File: src/design/adcbm_pkg.sv
`timescale 1ns / 1ps

package adcbm_pkg;

  localparam int GAMMA_ENTRIES_DEF = 16;

  // config port
  localparam int CFG_IDX_W  = 3;
  localparam int CFG_DATA_W = 16;

  typedef enum logic [CFG_IDX_W-1:0] {
    CFG_BL_RAW_LOW    = 3'd0,
    CFG_BL_RAW_HIGH   = 3'd1,
    CFG_LOW_BAT_LEVEL = 3'd2,
    CFG_MEAS_DELAY    = 3'd3,
    CFG_BAT_ICON_EN   = 3'd4,
    CFG_BL_EN         = 3'd5
  } cfg_reg_t;

  // register reset values
  localparam logic [15:0] BL_RAW_LOW_RST    = 16'd4096;
  localparam logic [15:0] BL_RAW_HIGH_RST   = 16'd61440;
  localparam logic [15:0] LOW_BAT_LEVEL_RST = 16'd32768;
  localparam logic [7:0]  MEAS_DELAY_RST    = 8'd10;

  localparam logic [15:0] FILT_BAT_RST = 16'hFFFF;
  localparam logic [15:0] FILT_BRI_RST = 16'h0000;

  localparam logic [7:0]  DELAY_MIN   = 8'd2;
  localparam logic [15:0] BLINK_MASK  = 16'h01FF;
  localparam logic [15:0] BLINK_PHASE = 16'h0200;
  localparam logic [5:0]  IDX_NONE    = 6'd63;

  localparam logic CH_BAT = 1'b0;
  localparam logic CH_BRI = 1'b1;

  typedef enum logic [2:0] {
    ST_IDLE,
    ST_STEP,
    ST_CHECK,
    ST_DIV,
    ST_OUT
  } state_t;

endpackage

File: src/design/adcbm_div.sv
`timescale 1ns / 1ps

// restoring divider, one quotient bit per cycle, 8-bit divisor
module adcbm_div #(
  parameter int DVD_W = 12
) (
  input  logic             clk,
  input  logic             rst_n,
  input  logic             start,
  input  logic [DVD_W-1:0] dividend,
  input  logic [7:0]       divisor,
  output logic             done,
  output logic [DVD_W-1:0] quotient
);
  import adcbm_pkg::*;

  localparam int CNT_W = $clog2(DVD_W + 1);

  logic [DVD_W-1:0] work_r, work_nxt;
  logic [7:0]       rem_r, rem_nxt;
  logic [7:0]       dsr_r, dsr_nxt;
  logic [CNT_W-1:0] cnt_r, cnt_nxt;
  logic             done_r, done_nxt;
  logic [8:0]       trial;
  logic             qbit;

  assign trial = {rem_r, work_r[DVD_W-1]};
  assign qbit  = (trial >= {1'b0, dsr_r});

  always_comb begin
    work_nxt = work_r;
    rem_nxt  = rem_r;
    dsr_nxt  = dsr_r;
    cnt_nxt  = cnt_r;
    done_nxt = 1'b0;
    if (start) begin
      work_nxt = dividend;
      rem_nxt  = 8'd0;
      dsr_nxt  = divisor;
      cnt_nxt  = CNT_W'(DVD_W);
    end else if (cnt_r != '0) begin
      rem_nxt  = qbit ? 8'(trial - {1'b0, dsr_r}) : trial[7:0];
      work_nxt = {work_r[DVD_W-2:0], qbit};
      cnt_nxt  = cnt_r - CNT_W'(1);
      done_nxt = (cnt_r == CNT_W'(1));
    end
  end

  always_ff @(posedge clk) begin
    if (!rst_n) begin
      cnt_r  <= '0;
      done_r <= 1'b0;
    end else begin
      cnt_r  <= cnt_nxt;
      done_r <= done_nxt;
    end
    work_r <= work_nxt;
    rem_r  <= rem_nxt;
    dsr_r  <= dsr_nxt;
  end

  assign done     = done_r;
  assign quotient = work_r;

endmodule

File: src/design/adc_backlight_battery_monitor_top.sv
`timescale 1ns / 1ps

// ADC sequencer for a battery monitor and a backlight brightness knob. Each input item is one
// millisecond tick (the ADC done flag and the sample read that tick); each tick gives exactly
// one result item: the ADC control write for the tick, the current gamma index for the
// backlight PWM, and the low-battery icon state. Ticks count down a measurement delay, then
// power the ADC up, start it, and wait for the done flag. A sample is smoothed per channel
// (f -= f/4, f += v/4); battery samples latch a low-battery flag, brightness samples pick a new
// gamma index once the filtered value has moved by 0x100 or more. Between the rails the index
// comes from a restoring divider, one quotient bit per cycle. Timing: one item at a time;
// in_ready is high only while idle. A tick passes ST_STEP and ST_OUT, a sample also ST_CHECK,
// and a new index also ST_DIV for the SPAN_W-bit division (SPAN_W = 12 for 16 gamma entries);
// the divider is the long pole. A result is held until out_ready. Config writes apply at once
// and are meant for idle periods; a new meas_delay takes effect at the next reload.
module adc_backlight_battery_monitor_top #(
  parameter int GAMMA_ENTRIES = adcbm_pkg::GAMMA_ENTRIES_DEF
) (
  input  logic                               clk,
  input  logic                               rst_n,

  input  logic                               cfg_we,
  input  logic [adcbm_pkg::CFG_IDX_W-1:0]    cfg_index,
  input  logic [adcbm_pkg::CFG_DATA_W-1:0]   cfg_data,

  input  logic                               in_valid,
  output logic                               in_ready,
  input  logic                               in_adc_done,
  input  logic [15:0]                        in_adc_sample,

  output logic                               out_valid,
  input  logic                               out_ready,
  output logic                               out_adc_ctrl_write,
  output logic                               out_adc_power,
  output logic                               out_adc_start,
  output logic                               out_adc_channel_sel,
  output logic [5:0]                         out_backlight_index,
  output logic                               out_backlight_update,
  output logic                               out_battery_update,
  output logic                               out_battery_show,
  output logic                               out_low_battery
);
  import adcbm_pkg::*;

  // span = ((v - low) >> 8) * (GAMMA_ENTRIES - 2) fits in 8 + clog2(GAMMA_ENTRIES - 1) bits
  localparam int          SPAN_W  = 8 + $clog2(GAMMA_ENTRIES - 1);
  localparam logic [5:0]  IDX_MAX = 6'(GAMMA_ENTRIES - 1);
  localparam logic [SPAN_W-1:0] Q_MAX = SPAN_W'(GAMMA_ENTRIES - 2);

  // config registers
  logic [15:0] bl_raw_low_r, bl_raw_high_r, low_bat_level_r;
  logic [7:0]  meas_delay_r;
  logic        bat_icon_en_r, bl_en_r;

  // block state
  state_t      state_r, state_nxt;
  logic [15:0] tick_r, tick_nxt;
  logic [7:0]  delay_r, delay_nxt;
  logic [15:0] filt_bat_r, filt_bat_nxt;
  logic [15:0] filt_bri_r, filt_bri_nxt;
  logic        chan_now_r, chan_now_nxt;
  logic [15:0] last_lvl_r, last_lvl_nxt;
  logic [5:0]  idx_r, idx_nxt;
  logic        low_bat_r, low_bat_nxt;

  // per-item working registers
  logic        done_in_r, done_in_nxt;
  logic [15:0] sample_r, sample_nxt;
  logic [15:0] f_r, f_nxt;
  logic        ch_r, ch_nxt;
  logic [5:0]  old_idx_r, old_idx_nxt;
  logic        wr_r, wr_nxt;
  logic        pwr_r, pwr_nxt;
  logic        start_r, start_nxt;
  logic        sel_r, sel_nxt;

  // datapath terms
  logic [15:0] f_cur, f_new;
  logic [15:0] lvl_diff;
  logic [15:0] knob_off, knob_span;
  logic [SPAN_W-1:0] span;
  logic [7:0]  divisor;
  logic        div_start;
  logic        div_done;
  logic [SPAN_W-1:0] quot;
  logic        blink_tick;

  assign f_cur = (chan_now_r == CH_BRI) ? filt_bri_r : filt_bat_r;
  assign f_new = 16'(f_cur - {2'b00, f_cur[15:2]} + {2'b00, sample_r[15:2]});

  assign lvl_diff  = (last_lvl_r < f_r) ? 16'(f_r - last_lvl_r) : 16'(last_lvl_r - f_r);
  assign knob_off  = 16'(f_r - bl_raw_low_r);
  assign knob_span = 16'(bl_raw_high_r - bl_raw_low_r);
  assign span      = SPAN_W'(knob_off[15:8]) * SPAN_W'(GAMMA_ENTRIES - 2);
  assign divisor   = (knob_span[15:8] == 8'd0) ? 8'd1 : knob_span[15:8];

  adcbm_div #(
    .DVD_W (SPAN_W)
  ) u_div (
    .clk      (clk),
    .rst_n    (rst_n),
    .start    (div_start),
    .dividend (span),
    .divisor  (divisor),
    .done     (div_done),
    .quotient (quot)
  );

  // config writes
  always_ff @(posedge clk) begin
    if (!rst_n) begin
      bl_raw_low_r    <= BL_RAW_LOW_RST;
      bl_raw_high_r   <= BL_RAW_HIGH_RST;
      low_bat_level_r <= LOW_BAT_LEVEL_RST;
      meas_delay_r    <= MEAS_DELAY_RST;
      bat_icon_en_r   <= 1'b1;
      bl_en_r         <= 1'b1;
    end else if (cfg_we) begin
      unique case (cfg_reg_t'(cfg_index))
        CFG_BL_RAW_LOW:    bl_raw_low_r    <= cfg_data;
        CFG_BL_RAW_HIGH:   bl_raw_high_r   <= cfg_data;
        CFG_LOW_BAT_LEVEL: low_bat_level_r <= cfg_data;
        CFG_MEAS_DELAY:    meas_delay_r    <= cfg_data[7:0];
        CFG_BAT_ICON_EN:   bat_icon_en_r   <= cfg_data[0];
        CFG_BL_EN:         bl_en_r         <= cfg_data[0];
        default: ;
      endcase
    end
  end

  // sequencer
  always_comb begin
    state_nxt    = state_r;
    tick_nxt     = tick_r;
    delay_nxt    = delay_r;
    filt_bat_nxt = filt_bat_r;
    filt_bri_nxt = filt_bri_r;
    chan_now_nxt = chan_now_r;
    last_lvl_nxt = last_lvl_r;
    idx_nxt      = idx_r;
    low_bat_nxt  = low_bat_r;
    done_in_nxt  = done_in_r;
    sample_nxt   = sample_r;
    f_nxt        = f_r;
    ch_nxt       = ch_r;
    old_idx_nxt  = old_idx_r;
    wr_nxt       = wr_r;
    pwr_nxt      = pwr_r;
    start_nxt    = start_r;
    sel_nxt      = sel_r;
    div_start    = 1'b0;

    unique case (state_r)
      ST_IDLE: begin
        if (in_valid) begin
          done_in_nxt = in_adc_done;
          sample_nxt  = in_adc_sample;
          old_idx_nxt = idx_r;
          wr_nxt      = 1'b0;
          pwr_nxt     = 1'b0;
          start_nxt   = 1'b0;
          sel_nxt     = 1'b0;
          state_nxt   = ST_STEP;
        end
      end

      ST_STEP: begin
        state_nxt = ST_OUT;
        if (delay_r >= DELAY_MIN) begin
          delay_nxt = 8'(delay_r - 8'd1);
          if (delay_r == DELAY_MIN) begin
            // power-up write
            wr_nxt  = 1'b1;
            pwr_nxt = 1'b1;
            sel_nxt = chan_now_r;
          end
        end else if (delay_r == 8'd1) begin
          // start conversion
          wr_nxt    = 1'b1;
          pwr_nxt   = 1'b1;
          start_nxt = 1'b1;
          sel_nxt   = chan_now_r;
          delay_nxt = 8'd0;
        end else if (done_in_r) begin
          // take sample, shut the ADC down
          f_nxt  = f_new;
          ch_nxt = chan_now_r;
          if (chan_now_r == CH_BRI) begin
            filt_bri_nxt = f_new;
          end else begin
            filt_bat_nxt = f_new;
          end
          wr_nxt       = 1'b1;
          delay_nxt    = (meas_delay_r < DELAY_MIN) ? DELAY_MIN : meas_delay_r;
          chan_now_nxt = bl_en_r ? ~chan_now_r : CH_BAT;
          state_nxt    = ST_CHECK;
        end
      end

      ST_CHECK: begin
        state_nxt = ST_OUT;
        if (ch_r == CH_BRI) begin
          if (lvl_diff[15:8] != 8'd0) begin
            last_lvl_nxt = f_r;
            if (f_r <= bl_raw_low_r) begin
              idx_nxt = 6'd0;
            end else if (f_r >= bl_raw_high_r) begin
              idx_nxt = IDX_MAX;
            end else begin
              div_start = 1'b1;
              state_nxt = ST_DIV;
            end
          end
        end else if (f_r <= low_bat_level_r) begin
          low_bat_nxt = 1'b1;
        end
      end

      ST_DIV: begin
        if (div_done) begin
          idx_nxt   = (quot > Q_MAX) ? IDX_MAX : 6'(6'(quot) + 6'd1);
          state_nxt = ST_OUT;
        end
      end

      ST_OUT: begin
        if (out_ready) begin
          tick_nxt  = 16'(tick_r + 16'd1);
          state_nxt = ST_IDLE;
        end
      end

      default: state_nxt = ST_IDLE;
    endcase
  end

  always_ff @(posedge clk) begin
    if (!rst_n) begin
      state_r    <= ST_IDLE;
      tick_r     <= 16'd0;
      delay_r    <= 8'(MEAS_DELAY_RST - 8'd1);
      filt_bat_r <= FILT_BAT_RST;
      filt_bri_r <= FILT_BRI_RST;
      chan_now_r <= CH_BAT;
      last_lvl_r <= 16'd0;
      idx_r      <= IDX_NONE;
      low_bat_r  <= 1'b0;
    end else begin
      state_r    <= state_nxt;
      tick_r     <= tick_nxt;
      delay_r    <= delay_nxt;
      filt_bat_r <= filt_bat_nxt;
      filt_bri_r <= filt_bri_nxt;
      chan_now_r <= chan_now_nxt;
      last_lvl_r <= last_lvl_nxt;
      idx_r      <= idx_nxt;
      low_bat_r  <= low_bat_nxt;
    end
    done_in_r <= done_in_nxt;
    sample_r  <= sample_nxt;
    f_r       <= f_nxt;
    ch_r      <= ch_nxt;
    old_idx_r <= old_idx_nxt;
    wr_r      <= wr_nxt;
    pwr_r     <= pwr_nxt;
    start_r   <= start_nxt;
    sel_r     <= sel_nxt;
  end

  // icon state goes out every 512 ticks while low battery is latched and the icon is enabled
  assign blink_tick = low_bat_r && bat_icon_en_r && ((tick_r & BLINK_MASK) == 16'd0);

  assign in_ready             = (state_r == ST_IDLE);
  assign out_valid            = (state_r == ST_OUT);
  assign out_adc_ctrl_write   = wr_r;
  assign out_adc_power        = pwr_r;
  assign out_adc_start        = start_r;
  assign out_adc_channel_sel  = sel_r;
  assign out_backlight_index  = idx_r;
  assign out_backlight_update = (idx_r != old_idx_r);
  assign out_battery_update   = blink_tick;
  assign out_battery_show     = blink_tick && ((tick_r & BLINK_PHASE) == 16'd0);
  assign out_low_battery      = low_bat_r;

endmodule

File: config.mk
export PLATFORM = sky130hd
export DESIGN_NAME = adc_backlight_battery_monitor_top
export DESIGN_NICKNAME = d
export VERILOG_FILES = /design/src/design/adcbm_pkg.sv /design/src/design/adcbm_div.sv /design/src/design/adc_backlight_battery_monitor_top.sv
export SDC_FILE = /design/constraint.sdc
export NUM_CORES = 1
export LEC_CHECK = 0
export BUFFER_PORTS_ARGS = -buffer_cell sky130_fd_sc_hd__buf_2
export CORE_MARGIN = 2
export CORE_UTILIZATION = 58
export DETAILED_ROUTE_END_ITERATION = 16
export PLACE_DENSITY = 0.78
export SLEW_MARGIN = 20
export SYNTH_ARGS = -nofsm -noshare
export SYNTH_HDL_FRONTEND = slang
export SYNTH_SLANG_ARGS = --single-unit
File: constraint.sdc
create_clock -name clk -period 10.2 [get_ports clk]
set_input_delay 1.02 -clock clk [delete_from_list [all_inputs] [get_ports clk]]
set_output_delay 1.02 -clock clk [all_outputs]
set_load 0.05 [all_outputs]
# ---- Word level (Yosys, flattened, before mapping)
# Cells that the tools add are included.
dict set report classes {
  n_mux 50
  bitwise 6
  n_reduce_logical 35
  n_addsub 11
  order_cmp 8
  n_eq_ne 24
  n_mul 1
}
# operator n
set op_table {}
lappend op_table {{subtractor 16 bit} 4}
lappend op_table {{2-to-1 mux 8 bit} 5}
lappend op_table {{2-to-1 mux 6 bit} 6}
lappend op_table {{<= comparator 16 bit} 2}
lappend op_table {{zero test 16 bit} 2}
lappend op_table {{2-to-1 mux 16 bit} 2}
lappend op_table {{2-to-1 mux 3 bit} 10}
lappend op_table {{2-to-1 mux 12 bit} 2}
lappend op_table {{AND reduction 2 bit} 9}
lappend op_table {{2-to-1 mux 1 bit} 17}
lappend op_table {{adder 16 x 1 -> 16 bit (second input constant)} 1}
lappend op_table {{adder 16 x 14 -> 16 bit} 1}
lappend op_table {{greater-or-equal comparator 16 bit} 1}
lappend op_table {{less-than comparator 16 bit} 1}
lappend op_table {{AND reduction 4 bit} 4}
lappend op_table {{subtractor 16 x 14 -> 16 bit} 1}
lappend op_table {{one-hot mux 3 bit (5 select lines)} 1}
lappend op_table {{AND reduction 5 bit} 3}
lappend op_table {{equality test 3 x 2 -> 1 bit (second input constant)} 4}
lappend op_table {{> comparator 12 x 4 -> 1 bit (second input constant)} 1}
lappend op_table {{one-hot mux 6 bit (2 select lines)} 1}
lappend op_table {{multiplier 8 x 3 -> 11 bit (second input constant)} 1}
lappend op_table {{!= test 2 bit (second input constant)} 5}
lappend op_table {{equality test 3 bit (second input constant)} 3}
lappend op_table {{other kinds (28)} 48}
dict set report word_totals {
  elab_cells 166
  regBits 218
  input_bits 41
}

# ---- Logic depth before layout (Yosys ltp)
# Gate-level depths: netlist of run 1.
dict set report logic_depth {
  ltp_word 7
  depth_mapped 22
  mapped_depth_nobuf 22
}

# ---- Cells and area by module
# From an unflattened synthesis of run 1, not the netlist that was laid out.
dict set report unflattened {
  cells_unflattened 1572
  area_unflattened_um2 13755.7
}
# module n_inst area_per_inst_um2 cells_per_inst
set modules_own_cells {}
lappend modules_own_cells {adc_backlight_battery_monitor_top 1 11868.9 1393}
lappend modules_own_cells {adcbm_div 1 1886.8 179}

# ---- Worst setup path before layout of run 1
# No wires, ideal clock.
dict set report synth_timing {
  kind {reg2reg}
  from {register f_r[3]}
  to {register u_div.work_r[10], in the netlist u_div.quotient[10], data pin}
  arrival_time_ps 4022
  setup_slack_ps 5918
  period_less_slack_ps 4282
  setup_time_ps 260
  n_path_buf 0
  stages_incl_launch_ff 21
  t_required_ps 9940
  cell_sequence {edfxtp_1 > ha_1 > a21o_1 > a21oi_1 > o221ai_1 > a21oi_1 > nor2b_1 > o21a_1 > o21a_1 > nor2_1 > mux2i_1 > xor2_1 > ha_1 > ha_1 > a21o_1 > a21o_1 > a21oi_1 > o21bai_1 > a21oi_1 > xor2_1 > mux2i_1}
}
dict set report synth_via {
  elab_chain_cells 7
  word_cells_on_any_way 15
  classes_between {add/sub (3); mul (1); order compare (3); mux (7); reduce/logical (1)}
}
# element line
set synth_rtl {}
lappend synth_rtl {{start: declaration} adc_backlight_battery_monitor_top.sv:68} ;# logic [15:0] f_r, f_nxt;
lappend synth_rtl {{start signal: assignment} adc_backlight_battery_monitor_top.sv:260} ;# f_r <= f_nxt;
lappend synth_rtl {{branches (longest 6 deep; another with subtractor 16 bit)} n/a}
lappend synth_rtl {{2-to-1 mux 12 bit (*)} adcbm_div.sv:36} ;# if (start) begin
lappend synth_rtl {{named net u_div.work_nxt[10]} adcbm_div.sv:19} ;# logic [DVD_W-1:0] work_r, work_nxt;
lappend synth_rtl {{end signal: assignment} adcbm_div.sv:57} ;# work_r <= work_nxt;
lappend synth_rtl {{end: declaration} adcbm_div.sv:19}
# Mark *: on every way through the listed nets, which the timed path passes.
# A chain may end at the register's enable or synchronous reset.

# ---- Worst setup path after layout of run 1
# Same ends and word-level chain as after synthesis.

==> results of run 1 <==
==> synth_stat cells (17+ instances only) <==
| cell type | n | share of area, % |
|---|---|---|
| xnor2_1 | 38 | 2.5 |
| o21ai_0 | 36 | 1.4 |
| o211ai_1 | 19 | 1.1 |
| nand2_1 | 239 | 6.7 |
| fa_1 | 17 | 2.6 |
| xor2_1 | 27 | 1.8 |
| a21oi_1 | 117 | 4.4 |
| edfxtp_1 | 61 | 14 |
| ha_1 | 139 | 13 |
| clkbuf_1 | 42 | 1.2 |
| a21o_1 | 36 | 2.0 |
| mux2i_1 | 55 | 4.1 |
| nor3_1 | 26 | 0.98 |
| inv_1 | 174 | 4.9 |
| nor2_1 | 84 | 2.4 |
| dfxtp_1 | 149 | 22 |
| nand3_1 | 34 | 1.3 |
==> tightest hold or removal path: cells and delay by family (launching register included) <==
family / cells / cell delay, ps
compound gates: 1 / 50
simple gates: 1 / 50
flops: 1 / 310
==> cell families after synthesis <==
| family | synth area share, % |
|---|---|
| simple gates | 16.9 |
| compound gates | 15.9 |
| buf+inv | 6.71 |
| flops | 36.1 |
| fa+ha+maj | 15.6 |
| xor+xnor | 4.27 |
| mux | 4.50 |
==> metal layers <==
metal	vias up	track usage, %	wire (µm)
met5	-	0	0
met4	0	6.86	721
met3	60	2.69	1220
met2	259	41.3	13700
met1	4946	32.6	13500
li1	5318	-	-
==> flip-flops by register name (all words and copies together) (netlist names), 3 cells and up <==
| signal | cells |
|---|---|
| bl_raw_high_r | 16 |
| bl_raw_low_r | 16 |
| delay_r | 8 |
| f_r | 16 |
| filt_bat_r | 16 |
| filt_bri_r | 16 |
| last_lvl_r | 16 |
| low_bat_level_r | 16 |
| meas_delay_r | 8 |
| old_idx_r | 6 |
| out_backlight_index | 6 |
| sample_r | 14 |
| state_r | 3 |
| tick_r | 10 |
| u_div.cnt_r | 4 |
| u_div.dsr_r | 8 |
| u_div.quotient | 12 |
| u_div.rem_r | 8 |
==> where the power goes <==
part	switching (mW)	total [mW]	internal (mW)	leakage (nW)
combinational	0.299	0.511	0.212	4.05
clock	0.363	0.988	0.624	0.453
sequential	0.0514	0.998	0.946	1.77
==> per-stage QoR <==
stage | cells | hold slack, ps | worst slack (ps) | power, mW
5_1_grt | 1863 | 476 | 4830 | 2.62
3_3_place_gp | 1817 | 434 | 5460 | 1.50
6_report | 1863 | 454 | 5190 | 2.50
3_5_place_dp | 1817 | 447 | 5330 | 1.52
4_1_cts | 1863 | 456 | 5230 | 2.51
2_1_floorplan | 1522 | 420 | 5920 | 1.40
==> final cells by class <==
cell class                 instances  area, µm²
multi-input combinational       1085       7620
fill                            1864       7870
inverter                         175        657
clock inverter                    16        245
sequential                       210       4810
clock buffer                      30        674
timing repair buffer              62        330
tap                              285        357
==> final timing paths <==
path	cells after the start	end
min reg2reg	2	low_bat_level_r[1]
min	2	low_bat_level_r[1]
max reg2reg	20	u_div.quotient[10]
max	20	u_div.quotient[10]
==> impl_metrics.yaml, run 1 <==
routing:
  vias_per_cell: 5.68
  via_count: 10583
  drt_iter0_drc: 692
  wl_um: 29100
  wl_per_cell_um: 15.6
  drc: 0
  postRouteAntennaNets: 0
  first_pass_iters: 5
hold_path:
  min_from: "low_bat_level_r[1]"
  hp-class: "register to register"
sta:
  max_freq_mhz: 200
  period_needed_ps: 5010
  setup-tns-final_ps: 0
  hold_viol_final: 0
  rsz0062_at_grt: "false"
  finClkSkew_ps: 13.3
  worst_pin_slew_ps: 1020
  maxSlewViolCount: 0
  finalCritPeriodShare_pct: 49.1
  finalSetupViolCount: 0
  slew_headroom_pct: 32.2
synth:
  ys.flop_type: "dfxtp_1"
  synth_warnings: 0
  syn-cell-area_mm2: 0.0133
  async_reset_ff_share_pct: 0
  syn_avg_cell_area_um2: 8.75
  synth_edf_count: 61
  synth_nets: 1719
  synthCells: 1522
  ys_seq_area_share_pct: 36.1
  synth-seq-cells: 210
  synth_cell_type_count: 76
finish:
  final_cell_area_mm2: 0.0147
  antenna_cells: 0
  utilization_pct: 65.1
  layout_common_cells: "nand2_1 (239), inv_1 (174), dfxtp_1 (149)"
  synthToLayoutAreaGrowth_pct: 10.3
  drive_gt1_share_pct: 8.68
  finalNetCount: 1756
  layout_commonest_cell: "nand2_1"
pwr:
  cellPowerDensity_mw_per_mm2: 170
  peakVddDrop_mv: 0.130
  p_leak_nw: 6.27
grt:
  grt_antenna_before_repair: 0
  grt_pass1_vias: 10130
  grt_pass1_wl_um: 48300
  grtUsageTotal_pct: 24.2
  grt-ovfl-total: 0
  grt_max_degree: 69
clock_network:
  clockBufferDepth: 3
  path_clk_slew_ps: 60
  tritoncts: "built"
  ctsHoldBuffers: 0
  clockRootBuffer: "clkbuf_16"
  cts_buffers: 25
  htreeDepth: 1
  cts-resized-gates: 0
  cts_setup_buffers: 0
  cts.sinks: 210
  clock_latency_ps: 540
critical_path:
  crit_chain: "ha_1, a21o_1, a21oi_1, o221ai_1, a21oi_1, nor2b_1, o21a_1, o21a_1, nor2_1, mux2i_1, xor2_1, ha_1, ha_1, a21o_1, a21o_1, a21oi_1, o21bai_1, a21oi_1, xor2_1, mux2i_1"
  crit_path_start_kind: "register"
  crit_start: "f_r[3]"
  cp-end-kind: "register"
  crit_required_ps: 10470
  r2r_start: "f_r[3]"
  cp_slowest_stage_delay_ps: 510
  cp_slowest_cell: "edfxtp_1"
  cpLargestDelayFamily: "compound AO/OA/AOI/OAI gates"
  cpMostUsedCell: "a21oi_1"
  timing.critical_path.arrival_ps: 5290
  cp_max_fo: 6
  reg2reg_slack_ps: 5190
  crit_buf_inv: 0
  crit_type: "register to register"
floorplan:
  die_area_mm2: 0.0242
  fp-row-count: 55
  fp.coreArea_mm2: 0.0226
  io_pins: 57
  die_x_um: 156
  start_util_pct: 59.0
  dieHeight_um: 156
run_status:
  status: "complete, no violations"
placement:
  place.gp.congestion: 0.875
  port_buffers: 54
  place_area_mm2: 0.0138
  dp_hpwl_um: 21100
flow_run:
  drv_cap: 0
No activity file was read; power rests on OpenSTA's default activity.
==> inputs of run 2 (changes only) <==
Clock period 10.2 ns to 5 ns, I/O delays scaled along.
==> run 2 against run 1 <==
Against the previous run:
- worst setup slack worse by 4800 ps
- total power grew 97%
- wire length is 0.79% higher
- combinational power grew 110%
- flip-flop and latch count is the same
- clock-buffer cell count unchanged
- highest routed layer unchanged
==> impl_metrics.yaml, run 2 (same netlist as run 1, synthesis figures left out) <==
critical_path:
  r2r-end: "u_div.quotient[10]"
  timing.critical_path.arrival_ps: 4900
  crit_type: "register to register"
  crit_path_start_kind: "register"
  crit_required_ps: 5250
  rr_worst_depth: 20
  cp_max_fo: 5
  r2r_start: "f_r[3]"
  cp-end-kind: "register"
  reg2reg_slack_ps: 350
clock_network:
  clockRootBuffer: "clkbuf_16"
  clockBufferDepth: 3
  cts.sinks: 210
  cts_buffers: 24
  clock_latency_ps: 530
  path_clk_slew_ps: 70
  tritoncts: "built"
  ctsHoldBuffers: 0
  htreeDepth: 1
  cts_setup_buffers: 0
finish:
  instances_no_fill: 1869
  antenna_cells: 0
  multi_input_area_mm2: 0.00762
  layout_commonest_cell: "nand2_1"
  layout_common_cells: "nand2_1 (239), inv_1 (174), dfxtp_1 (149)"
  fillers: 1884
  finalNetCount: 1763
  drive_gt1_share_pct: 9.09
  synthToLayoutAreaGrowth_pct: 10.1
  regArea_mm2: 0.00481
sta:
  finClkSkew_ps: 27.4
  hold_ws_ps: 139
  slew_headroom_pct: 29.4
  period_needed_ps: 4650
  setup-tns-final_ps: 0
  finalCritPeriodShare_pct: 92.9
  hold_viol_final: 0
  finalSetupViolCount: 0
  max_freq_mhz: 215
  maxSlewViolCount: 0
  rsz0062_at_grt: "false"
  worst_pin_slew_ps: 1050
pwr:
  cellPowerDensity_mw_per_mm2: 335
  peakVddDrop_mv: 0.250
  p_leak_nw: 6.27
placement:
  place.gp.congestion: 0.882
  dp_hpwl_um: 21600
  port_buffers: 54
  dp_cells: 1825
hold_path:
  min_from: "in_adc_sample[12]"
  min_to: "sample_r[12]"
  whs_path_depth: 1
  hp-class: "input pin to register"
routing:
  drt_iter0_drc: 670
  wl_um: 29300
  drc: 0
  postRouteAntennaNets: 0
  via_count: 10548
  vias_per_cell: 5.64
  wl_per_cell_um: 15.7
  first_pass_iters: 6
floorplan:
  fp.coreArea_mm2: 0.0226
  io_pins: 57
  die_area_mm2: 0.0242
  die_x_um: 156
  fp-row-count: 55
  start_util_pct: 59.0
  dieHeight_um: 156
grt:
  grtUsageTotal_pct: 24.7
  grt_pass1_vias: 10246
  grt_max_degree: 82
  grt_antenna_before_repair: 0
  grt_pass1_wl_um: 49500
  grt-ovfl-total: 0
run_status:
  status: "complete, no violations"
flow_run:
  drv_cap: 0
## run 2: changes by cell type in the layout (fill, tap and decap cells not counted), sizes merged
| cell | delta |
|---|---|
| bufinv | -3 |
| clkinv | +1 |
| buf | +8 |
## run 2: cell type report
cell class | count | share of cell area [%]
clock buffer | 30 | 4.46
inverter | 175 | 4.48
multi-input combinational | 1085 | 52.0
timing repair buffer | 70 | 2.66
clock inverter | 14 | 1.16
tap | 285 | 2.43
sequential | 210 | 32.8
## run 2: worst max-delay path: stages (launching register included)
cell and delay (ps):
edfxtp_1 420, ha_1 310, a21o_1 180, a21oi_1 140
o221ai_1 140, a21oi_1 380, nor2b_1 120, o21a_1 210
o21a_1 200, nor2_2 240, xor2_1 180, ha_1 280
ha_1 310, a21o_1 180, a21o_1 190, a21o_1 180
a21oi_1 220, o21bai_1 90, a21oi_1 180, xor2_1 150
mux2i_1 80
## run 2: worst max path at each step
| stage | slack (ps) | cells after the start | endpoint | start |
|---|---|---|---|---|
| 6_report | 350 | 20 | u_div.quotient[10] | f_r[3] |
| 5_1_grt | 2 | 21 | u_div.quotient[10] | bl_raw_low_r[3] |
| 4_1_cts | 270 | 20 | u_div.quotient[10] | f_r[3] |
| 3_5_place_dp | 350 | 20 | u_div.quotient[10] | f_r[3] |
| 3_3_place_gp | 430 | 20 | u_div.quotient[10] | f_r[3] |
| 2_1_floorplan | 720 | 20 | u_div.quotient[10] | f_r[3] |
## run 2: per-stage QoR
stage / utilization, % / power, mW / setup slack, ps / instance area, µm²
detailed placement: 61.3 / 3.11 / 351 / 13800
global placement: 61.3 / 3.06 / 431 / 13800
finish: 65.0 / 4.91 / 353 / 14700
CTS: 65.0 / 4.94 / 268 / 14700
global route: 65.0 / 5.15 / 1.94 / 14700
floorplan: - / 2.86 / 718 / 13300
## run 2: per-layer routing
layer	GRT usage (%)	vias to the layer above	wire length [µm]
li1	-	5311	-
met1	33.2	4947	13300
met2	41.7	237	13800
met3	2.94	53	1470
met4	7.86	0	787
met5	0	-	0
## run 2: power breakdown
| part | internal [mW] | switching, mW |
|---|---|---|
| logic | 0.433 | 0.614 |
| clock network | 1.09 | 0.735 |
| registers | 1.93 | 0.107 |
## run 2: repair_timing
item / 4_1_cts / 5_1_grt
setup endpoints to repair: 0 / 2
resized for setup: 0 / 1
hold endpoints to repair: 0 / 0
